$ cat config.mk
export PLATFORM = sky130hd
export DESIGN_NAME = compass_heading_with_offset_calibration
export DESIGN_NICKNAME = d
export VERILOG_FILES = /design/src/chcal_pkg.sv /design/src/chcal_cordic.sv /design/src/chcal_cal.sv /design/src/compass_heading_with_offset_calibration.sv
export SDC_FILE = /design/constraint.sdc
export NUM_CORES = 1
export LEC_CHECK = 0
export ABC_CLOCK_PERIOD_IN_PS = 10000
export BUFFER_PORTS_ARGS = -buffer_cell sky130_fd_sc_hd__buf_4
export CORE_ASPECT_RATIO = 1.4
export CORE_MARGIN = 5
export CORE_UTILIZATION = 35
export CTS_CLUSTER_SIZE = 24
export DETAILED_ROUTE_END_ITERATION = 10
export GPL_ROUTABILITY_DRIVEN = 0
export PLACE_DENSITY_LB_ADDON = 0.08
export SLEW_MARGIN = 40
export SYNTH_ARGS = -nofsm -noshare
export SYNTH_HDL_FRONTEND = slang
export SYNTH_SLANG_ARGS = --single-unit
$ cat constraint.sdc
create_clock -name clk -period 10 [get_ports clk]
set_input_delay 2 -clock clk [delete_from_list [all_inputs] [get_ports clk]]
set_output_delay 2 -clock clk [all_outputs]
set_load 0.01 [all_outputs]
$ cat src/chcal_pkg.sv
// Shared types, constants and the arctangent table for the compass heading block.
// No dependencies; every other file of the block imports this package.
package chcal_pkg;

  localparam int SAMPLE_W    = 13;
  localparam int DIFF_W      = 14;
  localparam int VEC_W       = 26;
  localparam int ANG_W       = 32;
  localparam int HEAD_W      = 13;
  localparam int SUM_W       = 16;
  localparam int CORDIC_STEPS = 16;
  localparam int STEP_W      = $clog2(CORDIC_STEPS);
  localparam int ANGLE_FRACTION_BITS = 4;
  localparam int ACC_BITS    = 20;
  localparam int PRE_SHIFT   = 8;

  localparam int FULL_TURN   = 360 << ANGLE_FRACTION_BITS;
  localparam int HALF_TURN   = 180 << ANGLE_FRACTION_BITS;

  localparam logic signed [ANG_W-1:0] ACC_FULL = ANG_W'(360 << ACC_BITS);
  localparam logic signed [ANG_W-1:0] ACC_HALF = ANG_W'(180 << ACC_BITS);
  localparam int ROUND_SHIFT = ACC_BITS - ANGLE_FRACTION_BITS;

  localparam logic [2:0] OP_MEASURE   = 3'd0;
  localparam logic [2:0] OP_CAL_START = 3'd1;
  localparam logic [2:0] OP_CAL_SAMPLE = 3'd2;
  localparam logic [2:0] OP_CAL_FINISH = 3'd3;
  localparam logic [2:0] OP_CAPTURE   = 3'd4;

  localparam logic REG_DECLINATION = 1'b0;
  localparam logic REG_THRESHOLD   = 1'b1;

  typedef logic signed [SAMPLE_W-1:0] sample_t;
  typedef logic signed [DIFF_W-1:0]   diff_t;
  typedef logic [HEAD_W-1:0]          head_t;

  // Arctangent of 2^-i in degrees with ACC_BITS fraction bits.
  function automatic logic [ANG_W-1:0] atan_lut(input logic [4:0] idx);
    logic [ANG_W-1:0] v;
    case (idx)
      5'd0:  v = 32'd47185920;
      5'd1:  v = 32'd27855475;
      5'd2:  v = 32'd14718068;
      5'd3:  v = 32'd7471121;
      5'd4:  v = 32'd3750058;
      5'd5:  v = 32'd1876857;
      5'd6:  v = 32'd938658;
      5'd7:  v = 32'd469357;
      5'd8:  v = 32'd234682;
      5'd9:  v = 32'd117342;
      5'd10: v = 32'd58671;
      5'd11: v = 32'd29335;
      5'd12: v = 32'd14668;
      5'd13: v = 32'd7334;
      5'd14: v = 32'd3667;
      5'd15: v = 32'd1833;
      5'd16: v = 32'd917;
      5'd17: v = 32'd458;
      5'd18: v = 32'd229;
      5'd19: v = 32'd115;
      5'd20: v = 32'd57;
      5'd21: v = 32'd29;
      5'd22: v = 32'd14;
      5'd23: v = 32'd7;
      default: v = '0;
    endcase
    return v;
  endfunction

endpackage

$ cat src/chcal_cordic.sv
// Iterative vectoring CORDIC: one rotation step per cycle, angle in output grid units.
// Depends on chcal_pkg.
module chcal_cordic (
  input  logic            clk,
  input  logic            rst_n,
  input  logic            start,
  input  chcal_pkg::diff_t dx,
  input  chcal_pkg::diff_t dy,
  output logic            done,
  output chcal_pkg::head_t angle
);
  import chcal_pkg::*;

  logic                     busy_r, busy_nxt;
  logic                     fin_r, fin_nxt;
  logic                     done_r, done_nxt;
  logic                     zero_r, zero_nxt;
  logic [STEP_W-1:0]        cnt_r, cnt_nxt;
  logic signed [VEC_W-1:0]  x_r, x_nxt, y_r, y_nxt;
  logic signed [ANG_W-1:0]  z_r, z_nxt;
  head_t                    angle_r, angle_nxt;

  logic signed [VEC_W-1:0]  x0, y0, xs, ys;
  logic signed [ANG_W-1:0]  zf, zr, at;

  always_comb begin
    x0 = VEC_W'(dx) <<< PRE_SHIFT;
    y0 = VEC_W'(dy) <<< PRE_SHIFT;
    xs = x_r >>> cnt_r;
    ys = y_r >>> cnt_r;
    at = atan_lut(5'(cnt_r));
    zf = (z_r < 0) ? z_r + ACC_FULL : z_r;
    zr = (zf + ANG_W'(1 << (ROUND_SHIFT - 1))) >>> ROUND_SHIFT;

    busy_nxt  = busy_r;
    fin_nxt   = 1'b0;
    done_nxt  = 1'b0;
    zero_nxt  = zero_r;
    cnt_nxt   = cnt_r;
    x_nxt     = x_r;
    y_nxt     = y_r;
    z_nxt     = z_r;
    angle_nxt = angle_r;

    if (start) begin
      busy_nxt = 1'b1;
      cnt_nxt  = '0;
      zero_nxt = (dx == '0) && (dy == '0);
      if (dx < 0) begin
        x_nxt = -x0;
        y_nxt = -y0;
        z_nxt = ACC_HALF;
      end else begin
        x_nxt = x0;
        y_nxt = y0;
        z_nxt = '0;
      end
    end else if (busy_r) begin
      if (y_r >= 0) begin
        x_nxt = x_r + ys;
        y_nxt = y_r - xs;
        z_nxt = z_r + at;
      end else begin
        x_nxt = x_r - ys;
        y_nxt = y_r + xs;
        z_nxt = z_r - at;
      end
      cnt_nxt = cnt_r + 1'b1;
      if (cnt_r == STEP_W'(CORDIC_STEPS - 1)) begin
        busy_nxt = 1'b0;
        fin_nxt  = 1'b1;
      end
    end else if (fin_r) begin
      angle_nxt = zero_r ? '0 : zr[HEAD_W-1:0];
      done_nxt  = 1'b1;
    end
  end

  always_ff @(posedge clk) begin
    if (!rst_n) begin
      busy_r <= 1'b0;
      fin_r  <= 1'b0;
      done_r <= 1'b0;
    end else begin
      busy_r <= busy_nxt;
      fin_r  <= fin_nxt;
      done_r <= done_nxt;
    end
    zero_r  <= zero_nxt;
    cnt_r   <= cnt_nxt;
    x_r     <= x_nxt;
    y_r     <= y_nxt;
    z_r     <= z_nxt;
    angle_r <= angle_nxt;
  end

  assign done  = done_r;
  assign angle = angle_r;

endmodule

$ cat src/chcal_cal.sv
// Hard-iron calibration: per-axis min/max tracking and offset derivation.
// Depends on chcal_pkg.
module chcal_cal (
  input  logic                 clk,
  input  logic                 rst_n,
  input  logic                 strobe,
  input  logic [2:0]           op,
  input  chcal_pkg::sample_t   smp [3],
  input  logic [12:0]          threshold,
  output chcal_pkg::sample_t   offset [3],
  output chcal_pkg::sample_t   offset_nxt_o [3]
);
  import chcal_pkg::*;

  sample_t max_r [3], max_nxt [3];
  sample_t min_r [3], min_nxt [3];
  sample_t off_r [3], off_nxt [3];

  logic signed [DIFF_W-1:0] span, sum, half;
  logic [DIFF_W-1:0]        mag;

  always_comb begin
    for (int k = 0; k < 3; k++) begin
      max_nxt[k] = max_r[k];
      min_nxt[k] = min_r[k];
      off_nxt[k] = off_r[k];
      span = DIFF_W'(max_r[k]) - DIFF_W'(min_r[k]);
      mag  = (span < 0) ? DIFF_W'(-span) : DIFF_W'(span);
      sum  = DIFF_W'(max_r[k]) + DIFF_W'(min_r[k]);
      // Halve toward zero: bump negative sums by one before the shift.
      half = (sum + DIFF_W'(sum < 0)) >>> 1;
      if (strobe) begin
        case (op)
          OP_CAL_START: begin
            max_nxt[k] = smp[k];
            min_nxt[k] = smp[k];
            off_nxt[k] = '0;
          end
          OP_CAL_SAMPLE: begin
            if (smp[k] > max_r[k]) max_nxt[k] = smp[k];
            if (smp[k] < min_r[k]) min_nxt[k] = smp[k];
          end
          OP_CAL_FINISH: begin
            off_nxt[k] = (mag > DIFF_W'(threshold)) ? half[SAMPLE_W-1:0] : '0;
          end
          default: begin
          end
        endcase
      end
    end
  end

  always_ff @(posedge clk) begin
    for (int k = 0; k < 3; k++) begin
      if (!rst_n) begin
        max_r[k] <= '0;
        min_r[k] <= '0;
        off_r[k] <= '0;
      end else begin
        max_r[k] <= max_nxt[k];
        min_r[k] <= min_nxt[k];
        off_r[k] <= off_nxt[k];
      end
    end
  end

  assign offset       = off_r;
  assign offset_nxt_o = off_nxt;

endmodule

$ cat src/compass_heading_with_offset_calibration.sv
// Top level of the compass heading block with hard-iron offset calibration.
// Depends on chcal_pkg, chcal_cordic and chcal_cal.
//
// Usage: one item on the in_ channel carries an opcode and a three-axis
// magnetometer sample. For each item the block returns exactly one item on
// the out_ channel with the corrected heading (1/16 degree, 0 to 5760), the
// three axis offsets in effect after the item, and a flag that is set when
// the item captured a new heading reference.
// The heading uses the offsets and reference as they stood before the item.
// Calibration updates happen in the cycle the item is accepted.
// Sequence: the CORDIC is loaded at the accepting edge, then come 16 rotation
// steps, the rounding of the angle, the addition of declination and reference,
// up to two wrap corrections and the load of the output register, which sets
// out_tvalid; the load waits while the output register holds an unaccepted
// result. A new item is taken only once the previous one has reached the
// output register, so the block does not take an item before it is through
// with the last one.
// When the receiver stalls, the finished result waits in the output register
// and the next item is still accepted and processed; it then waits in the
// wrap stage until the output register frees.
// Reset (synchronous, rst_n low) clears min/max, offsets and reference, sets
// the declination to 85 and the span threshold to 0. Configuration writes
// are always accepted on the cfg_ port and must be made while idle.
module compass_heading_with_offset_calibration (
  input  logic        clk,
  input  logic        rst_n,
  // in_tdata: opcode[2:0], mag_x[15:3], mag_y[28:16], mag_z[41:29], zeros above
  input  logic        in_tvalid,
  output logic        in_tready,
  input  logic [47:0] in_tdata,
  // out_tdata: heading[12:0], offset_x_out[25:13], offset_y_out[38:26],
  // offset_z_out[51:39], reference_taken[52], zeros above
  output logic        out_tvalid,
  input  logic        out_tready,
  output logic [55:0] out_tdata,
  input  logic        cfg_valid,
  output logic        cfg_ready,
  input  logic        cfg_index,
  input  logic [12:0] cfg_data
);
  import chcal_pkg::*;

  localparam logic [1:0] S_IDLE = 2'd0;
  localparam logic [1:0] S_CORD = 2'd1;
  localparam logic [1:0] S_WRAP = 2'd2;

  logic [1:0]  state_r, state_nxt;
  logic [2:0]  op_r, op_nxt;
  logic signed [SUM_W-1:0] h_r, h_nxt;
  sample_t     decl_r, decl_nxt;
  logic [12:0] thr_r, thr_nxt;
  sample_t     ref_r, ref_nxt;
  sample_t     pend_off_r [3], pend_off_nxt [3];
  logic        ov_r, ov_nxt;
  logic [55:0] od_r, od_nxt;

  logic        accept, cord_done;
  sample_t     smp [3];
  sample_t     off [3], off_after [3];
  diff_t       dx, dy;
  head_t       angle;
  logic        taken;

  assign smp[0] = in_tdata[15:3];
  assign smp[1] = in_tdata[28:16];
  assign smp[2] = in_tdata[41:29];
  assign accept = in_tvalid && in_tready;
  assign in_tready = (state_r == S_IDLE);
  assign cfg_ready = 1'b1;

  // Differences use the offsets held before this item.
  assign dx = DIFF_W'(smp[0]) - DIFF_W'(off[0]);
  assign dy = DIFF_W'(smp[1]) - DIFF_W'(off[1]);

  chcal_cordic u_cordic (
    .clk   (clk),
    .rst_n (rst_n),
    .start (accept),
    .dx    (dx),
    .dy    (dy),
    .done  (cord_done),
    .angle (angle)
  );

  chcal_cal u_cal (
    .clk          (clk),
    .rst_n        (rst_n),
    .strobe       (accept),
    .op           (in_tdata[2:0]),
    .smp          (smp),
    .threshold    (thr_r),
    .offset       (off),
    .offset_nxt_o (off_after)
  );

  always_comb begin
    state_nxt    = state_r;
    op_nxt       = op_r;
    h_nxt        = h_r;
    decl_nxt     = decl_r;
    thr_nxt      = thr_r;
    ref_nxt      = ref_r;
    pend_off_nxt = pend_off_r;
    ov_nxt       = ov_r;
    od_nxt       = od_r;
    taken        = (op_r == OP_CAPTURE);

    if (ov_r && out_tready) ov_nxt = 1'b0;

    if (cfg_valid && cfg_ready) begin
      case (cfg_index)
        REG_DECLINATION: decl_nxt = cfg_data;
        REG_THRESHOLD:   thr_nxt  = cfg_data;
        default: begin
        end
      endcase
    end

    case (state_r)
      S_IDLE: begin
        if (accept) begin
          op_nxt       = in_tdata[2:0];
          pend_off_nxt = off_after;
          state_nxt    = S_CORD;
        end
      end
      S_CORD: begin
        if (cord_done) begin
          h_nxt = SUM_W'(angle) + SUM_W'(decl_r) - SUM_W'(ref_r);
          state_nxt = S_WRAP;
        end
      end
      S_WRAP: begin
        // One correction per cycle; at most two are ever needed.
        if (h_r > SUM_W'(FULL_TURN)) begin
          h_nxt = h_r - SUM_W'(FULL_TURN);
        end else if (h_r < 0) begin
          h_nxt = h_r + SUM_W'(FULL_TURN);
        end else if (!ov_r || out_tready) begin
          ov_nxt = 1'b1;
          od_nxt = {3'b000, taken, pend_off_r[2], pend_off_r[1], pend_off_r[0],
                    h_r[HEAD_W-1:0]};
          if (taken) ref_nxt = SAMPLE_W'(h_r - SUM_W'(HALF_TURN));
          state_nxt = S_IDLE;
        end
      end
      default: state_nxt = S_IDLE;
    endcase
  end

  always_ff @(posedge clk) begin
    if (!rst_n) begin
      state_r <= S_IDLE;
      decl_r  <= SAMPLE_W'(85);
      thr_r   <= '0;
      ref_r   <= '0;
      ov_r    <= 1'b0;
    end else begin
      state_r <= state_nxt;
      decl_r  <= decl_nxt;
      thr_r   <= thr_nxt;
      ref_r   <= ref_nxt;
      ov_r    <= ov_nxt;
    end
    op_r       <= op_nxt;
    h_r        <= h_nxt;
    pend_off_r <= pend_off_nxt;
    od_r       <= od_nxt;
  end

  assign out_tvalid = ov_r;
  assign out_tdata  = od_r;

endmodule

### Word level (Yosys, flattened, before mapping)

Memory sizes are Yosys's and may differ from the RTL's. A register that Yosys moved wholly into a read port is not among the register bits.
Index checks and enable logic that the tools add are counted.

| operators by class | value |
|---|---|
| reduce and logical (&&, ||, !) cells | 20 |
| shifts and indexed selects | 2 |
| magnitude comparators | 20 |
| muxes and demuxes | 73 |
| bitwise logic cells | 12 |
| eq/ne operators | 13 |
| add/sub/neg operators | 30 |

Operators with widths:

| kind | count |
|---|---|
| $mux 13 | 24 |
| $pmux 13 s2 | 9 |
| $mux 26 | 8 |
| $lt 14x1->1 const B | 7 |
| $mux 32 | 3 |
| $sub 13x13->14 | 5 |
| $add 26x26->26 | 2 |
| $neg 22->26 | 2 |
| $sshr 26x4->26 | 2 |
| $sub 26x26->26 | 2 |
| $mux 16 | 3 |
| $add 13x13->14 | 3 |
| $add 14x1->14 | 3 |
| $gt 14x13->1 | 3 |
| $mux 14 | 3 |
| $neg 14->14 | 3 |
| $gt 13x13->1 | 3 |
| $lt 13x13->1 | 3 |
| $add 32x32->32 | 1 |
| $lt 32x1->1 const B | 1 |
| $pmux 16 s2 | 1 |
| $sub 32x32->32 | 1 |
| $add 29x17->29 const B | 1 |
| $add 29x29->29 const B | 1 |
| 37 further kinds | 76 |

| word-level totals | value |
|---|---|
| bits in writable memories | 78 |
| output and inout bits | 59 |
| logic and storage cells | 196 |
| bits in read-only memories | 416 |
| register bits after elaboration | 297 |
| memories kept | 3 |

Memories:

| memory | words | bits a word | read ports | clocked after Yosys merged registers in | wr ports | RTL line | text |
|---|---|---|---|---|---|---|---|
| (no name shown) | 16 | 26 | 1 | 1 | 0 | chcal_pkg.sv:40 | `case (idx)` |
| u_cal.max_r | 3 | 13 | 3 | 0 | 3 | chcal_cal.sv:15 | `sample_t max_r [3], max_nxt [3];` |
| u_cal.min_r | 3 | 13 | 3 | 0 | 3 | chcal_cal.sv:16 | `sample_t min_r [3], min_nxt [3];` |

### Depth between registers and ports, before layout

An unclocked memory read counts as a cell.

| logic depth | value |
|---|---|
| depth after elaboration | 8 |
| mapped depth | 25 |
| mapped depth without buffers | 22 |

### Cells and area by module

Synthesis repeated with hierarchy kept, for this count alone.

| second synthesis, totals | value |
|---|---|
| cells, all modules | 4,281 |
| area total of the unflattened synthesis | 36,601.4 sq um |

Modules (own cells, without submodules):

| module | cells an instance | area each (sq um) | instances |
|---|---|---|---|
| chcal_cal | 1,927 | 14,420.1 | 1 |
| chcal_cordic | 1,601 | 13,970.9 | 1 |
| compass_heading_with_offset_calibration | 753 | 8,210.4 | 1 |

### Worst setup path after synthesis

Ideal clock, no wire load.

| timing | value |
|---|---|
| kind | input to register |
| start point | input out_tready |
| end point | register ref_r[10] |
| stages | 7 |
| path slack | 1.607 ns |
| arrival time | 8.277 ns |
| setup time | 0.116 ns |
| cell sequence | nor2b_1 > nor4_1 > and2_1 > buf_2 > buf_2 > mux2i_1 > nor2b_1 |

| between the ends | value |
|---|---|
| longest elaborated chain between the ends | 2 |

RTL lines:

| what | RTL line | text |
|---|---|---|
| start, declared | compass_heading_with_offset_calibration.sv:34 | `input logic out_tready,` |
| $logic_or 1x1->1 | compass_heading_with_offset_calibration.sv:139 | `end else if (!ov_r \|\| out_tready) begin` |
| $reduce_and 5->1 (no line) | - |  |
| end signal, assigned | compass_heading_with_offset_calibration.sv:162 | `ref_r <= ref_nxt;` |
| end, declared | compass_heading_with_offset_calibration.sv:52 | `sample_t ref_r, ref_nxt;` |

Every way passes these cells.
A chain may end at the register's enable or synchronous reset.

### Worst setup path after layout

| timing | value |
|---|---|
| start point | register u_cordic.cnt_r[1] |
| end point | register u_cordic.x_r[24] (data pin) |

| between the ends | value |
|---|---|
| longest elaborated chain between the ends | 5 |
| elaborated cells on any way between the ends | 6 |

RTL lines:

| what | RTL line | text |
|---|---|---|
| start, declared | chcal_cordic.sv:18 | `logic [STEP_W-1:0] cnt_r, cnt_nxt;` |
| start signal, assigned | chcal_cordic.sv:90 | `cnt_r <= cnt_nxt;` |
| $sshr 26x4->26 (*) | chcal_cordic.sv:30 | `ys = y_r >>> cnt_r;` |
| $sub 26x26->26 / $add 26x26->26 (equally long branches) | chcal_cordic.sv:64, chcal_cordic.sv:60 |  |
| $mux 26 (*) | chcal_cordic.sv:59 | `if (y_r >= 0) begin` |
| $mux 26 (*) | chcal_cordic.sv:58 | `end else if (busy_r) begin` |
| $mux 26 (*) | chcal_cordic.sv:45 | `if (start) begin` |
| net u_cordic.x_nxt[24] | chcal_cordic.sv:19 | `logic signed [VEC_W-1:0] x_r, x_nxt, y_r, y_nxt;` |
| end signal, assigned | chcal_cordic.sv:91 | `x_r <= x_nxt;` |
| end, declared | chcal_cordic.sv:19 |  |

The timed path passes the listed nets; every way through them passes the cells marked *. The select of a mux whose other input is x is not followed.

==> flow_metrics.env <==
export IMPL_ios=126
export IMPL_ys_warn_count=0
export IMPL_rows=136
export IMPL_holdBufCountCts=0
export IMPL_critPathArrivalTime_ns=7.01
export IMPL_htree_levels=2
export IMPL_syn_inst=3873
export IMPL_slew_headroom_pct=48.42
export IMPL_synthArstFlopShare_pct=0
export IMPL_antenna_found_initial=0
export IMPL_fmax_mhz=149.9
export IMPL_post_dp_hpwl_mm=78.80
export IMPL_netlist_area_mm2=0.03437
export IMPL_grt_overflow=0
export IMPL_yosysTopAreaCell="edfxtp_1"
export IMPL_die_area_mm2=0.1047
export IMPL_synth_most_common_cell="ha_1"
export IMPL_hold_class="register to register"
export IMPL_hold_violations=0
export IMPL_finalMaxSlewViolations=0
export IMPL_initial_core_util_pct=35.13
export IMPL_crit_family="compound AO/OA/AOI/OAI gates"
export IMPL_drc=0
export IMPL_clock_latency_ns=0.63
export IMPL_powerDensity_mw_per_mm2=291.0
export IMPL_critPathBufInv=1
export IMPL_grt_max_degree=83
export IMPL_cts_sinks=401
export IMPL_maxCapViolCount=0
export IMPL_post_cts_resized=0
export IMPL_tns_ns=0
export IMPL_portBuffers=115
export IMPL_rsz0062_at_grt="false"
export IMPL_crit_path_max_incr_delay_ns=0.76
export IMPL_die_h_um=380.8
export IMPL_drive_gt1_share_pct=9.162
export IMPL_crit_path_cell_trace="buf_4, mux4_2, a222oi_1, mux2_2, ha_1, and3_1, a21oi_1, xnor2_1, ha_1, a21oi_1, o2111ai_1, o211ai_1, a31oi_1, a221o_1, a211oi_1, nor2_1, a311oi_1, xor2_1, nor2_1"
export IMPL_finClkSkew_ns=0.02540
export IMPL_drt_pass1_iter_count=5
export IMPL_vias=27548
export IMPL_vdd_drop_max_mv=0.1643
export IMPL_period_needed_ns=6.672
export IMPL_track_usage_pct=18.77
export IMPL_synth_distinct_cells=98
export IMPL_post_cts_setup_buffers=0
export IMPL_ant_nets=0
export IMPL_cts_tree="yes"
export IMPL_synth_seq_cells=401
export IMPL_slowest_stage="dfxtp_4"
export IMPL_clockBufferDepth=3
export IMPL_fin_util_pct=38.96
export IMPL_critPathMaxFanout=49
export IMPL_n_fill_cell=10084
export IMPL_area_growth_pct=10.90
export IMPL_worstSetupPathType="register to register"
export IMPL_finalCritPeriodShare_pct=66.72
export IMPL_synth_edff_count=209
export IMPL_synthTopCellsByArea="edfxtp_1 18%, ha_1 13%, dfxtp_1 11%"
export IMPL_avgSynthCellArea_um2=8.875
export IMPL_grt_pass1_vias=27473
export IMPL_drt_initial_drc_count=1350
export IMPL_leakagePower_nw=15.06
export IMPL_grt_pass1_wl_mm=157.5
export IMPL_nets=4336
export IMPL_synthFlopType="edfxtp_1"
export IMPL_synth_top_area_share_pct=18.26
export IMPL_cts_root_buf="clkbuf_16"
export IMPL_cp_data_required_time_ns=10.34
export IMPL_outcome="complete, no violations"
export IMPL_start_kind="register"
export IMPL_cts_clk_slew_worst_paths_ns=0.07
export IMPL_synth_commonest_cells="344 x ha_1, 315 x nand2_1, 305 x nor2_1"
export IMPL_end_kind="register"
export IMPL_wl_per_cell_um=19.21
export IMPL_tightest_slew_ns=0.7719
export IMPL_viasPerCell=5.245
export IMPL_core_mm2=0.09784
export IMPL_totalWireLength_mm=100.9
export IMPL_setup_viol=0
export IMPL_synth_seq_area_share_pct=29.44
export IMPL_fp_dieW_um=274.9
export IMPL_cts_buffers=48
-- final timing paths --
kind	depth (start not counted)	slack, ns	from	endpoint
setup / recovery	19	3.33	u_cordic.cnt_r[1]	u_cordic.x_r[24]
hold / removal	0	0.42	pend_off_r[1]	out_tdata[40]
setup reg to reg	19	3.33	u_cordic.cnt_r[1]	u_cordic.x_r[24]
hold reg to reg	0	0.42	pend_off_r[1]	out_tdata[40]
-- registers in the layout, summed over array words and instances (netlist names), 16 cells and up --
| signal | count |
|---|---|
| h_r | 16 |
| out_tdata | 53 |
| pend_off_r | 39 |
| u_cal.max_r | 39 |
| u_cal.min_r | 39 |
| u_cal.offset | 39 |
| u_cordic.at | 26 |
| u_cordic.x_r | 26 |
| u_cordic.y_r | 26 |
| u_cordic.z_r | 32 |
-- cell usage in the layout (no fill, tap or decap), types with 21 or more instances in the layout --
cell	count
nand3_1	66
nor4_1	31
or3_1	30
xnor2_1	209
ha_1	344
a21o_1	68
or2_2	30
a21oi_1	247
o21ai_0	200
edfxtp_1	209
and2_1	46
nor2_1	304
nor3_1	64
o31ai_1	32
buf_4	139
nor2b_1	118
nand2_1	313
a21boi_0	32
inv_1	280
o211ai_1	26
a31oi_1	29
nand2b_1	50
a211oi_1	40
clkbuf_16	49
a22o_1	36
fa_1	25
dfxtp_1	188
nand4_1	22
a32o_1	26
mux2_2	28
o21a_1	42
o21bai_1	21
mux4_2	34
mux2i_1	111
xor2_1	124
and3_1	29
-- per-layer routing --
metal  global-route usage (%)  vias up  share of wire [%]
li1                         -    14011                  -
met3                    1.808      136                2.2
met1                    23.19    13092                 43
met4                    5.542        0                3.1
met2                    34.39      309                 51
met5                        0        -                  0
-- final cells by class --
class                           count  area (um^2)  share of cell area (%)
Clock inverter                     25        324.1                  0.8501
Clock buffer                       65         1340                   3.515
Antenna cell                        1        2.502                0.006564
Timing Repair Buffer              141         1075                   2.819
Sequential cell                   401        10130                   26.57
Inverter                          284         1071                   2.810
Multi-Input combinational cell   3024        22540                   59.13
Tap cell                         1311         1640                   4.303
-- report_power, final --
group	switching [mW]	total, mW	internal, mW
Clock	0.790	1.87	1.08
Sequential	0.386	2.58	2.20
Combinational	3.71	6.63	2.92
-- through the flow --
| stage | power (mW) | hold slack (ns) | setup slack (ns) | std cells | instance area, um^2 |
|---|---|---|---|---|---|
| finish | 11.09 | 0.4199 | 3.329 | 5252 | 38120 |
| global route | 12.13 | 0.4296 | 2.839 | 5251 | 38120 |
| CTS | 11.22 | 0.4206 | 3.296 | 5251 | 38120 |
| detailed placement | 9.240 | 0.4055 | 3.357 | 5161 | 36450 |
| global placement | 9.245 | 0.4026 | 3.309 | 5160 | 36370 |
| floorplan | 7.767 | 0.4003 | 1.607 | 3875 | 34380 |
-- cells by family (layout without fill, tap and decap cells) --
kind of cell,Yosys count,after routing,share of synthesized area (%)
compound gates,957,957,18.50
fa+ha+maj,369,369,13.98
buf+inv,450,515,5.318
simple gates,1174,1174,16.85
mux,187,187,7.404
flops,401,401,29.44
other cells,2,5,0.02185
xor+xnor,333,333,8.485
No activity file was read; power rests on OpenSTA's default activity.
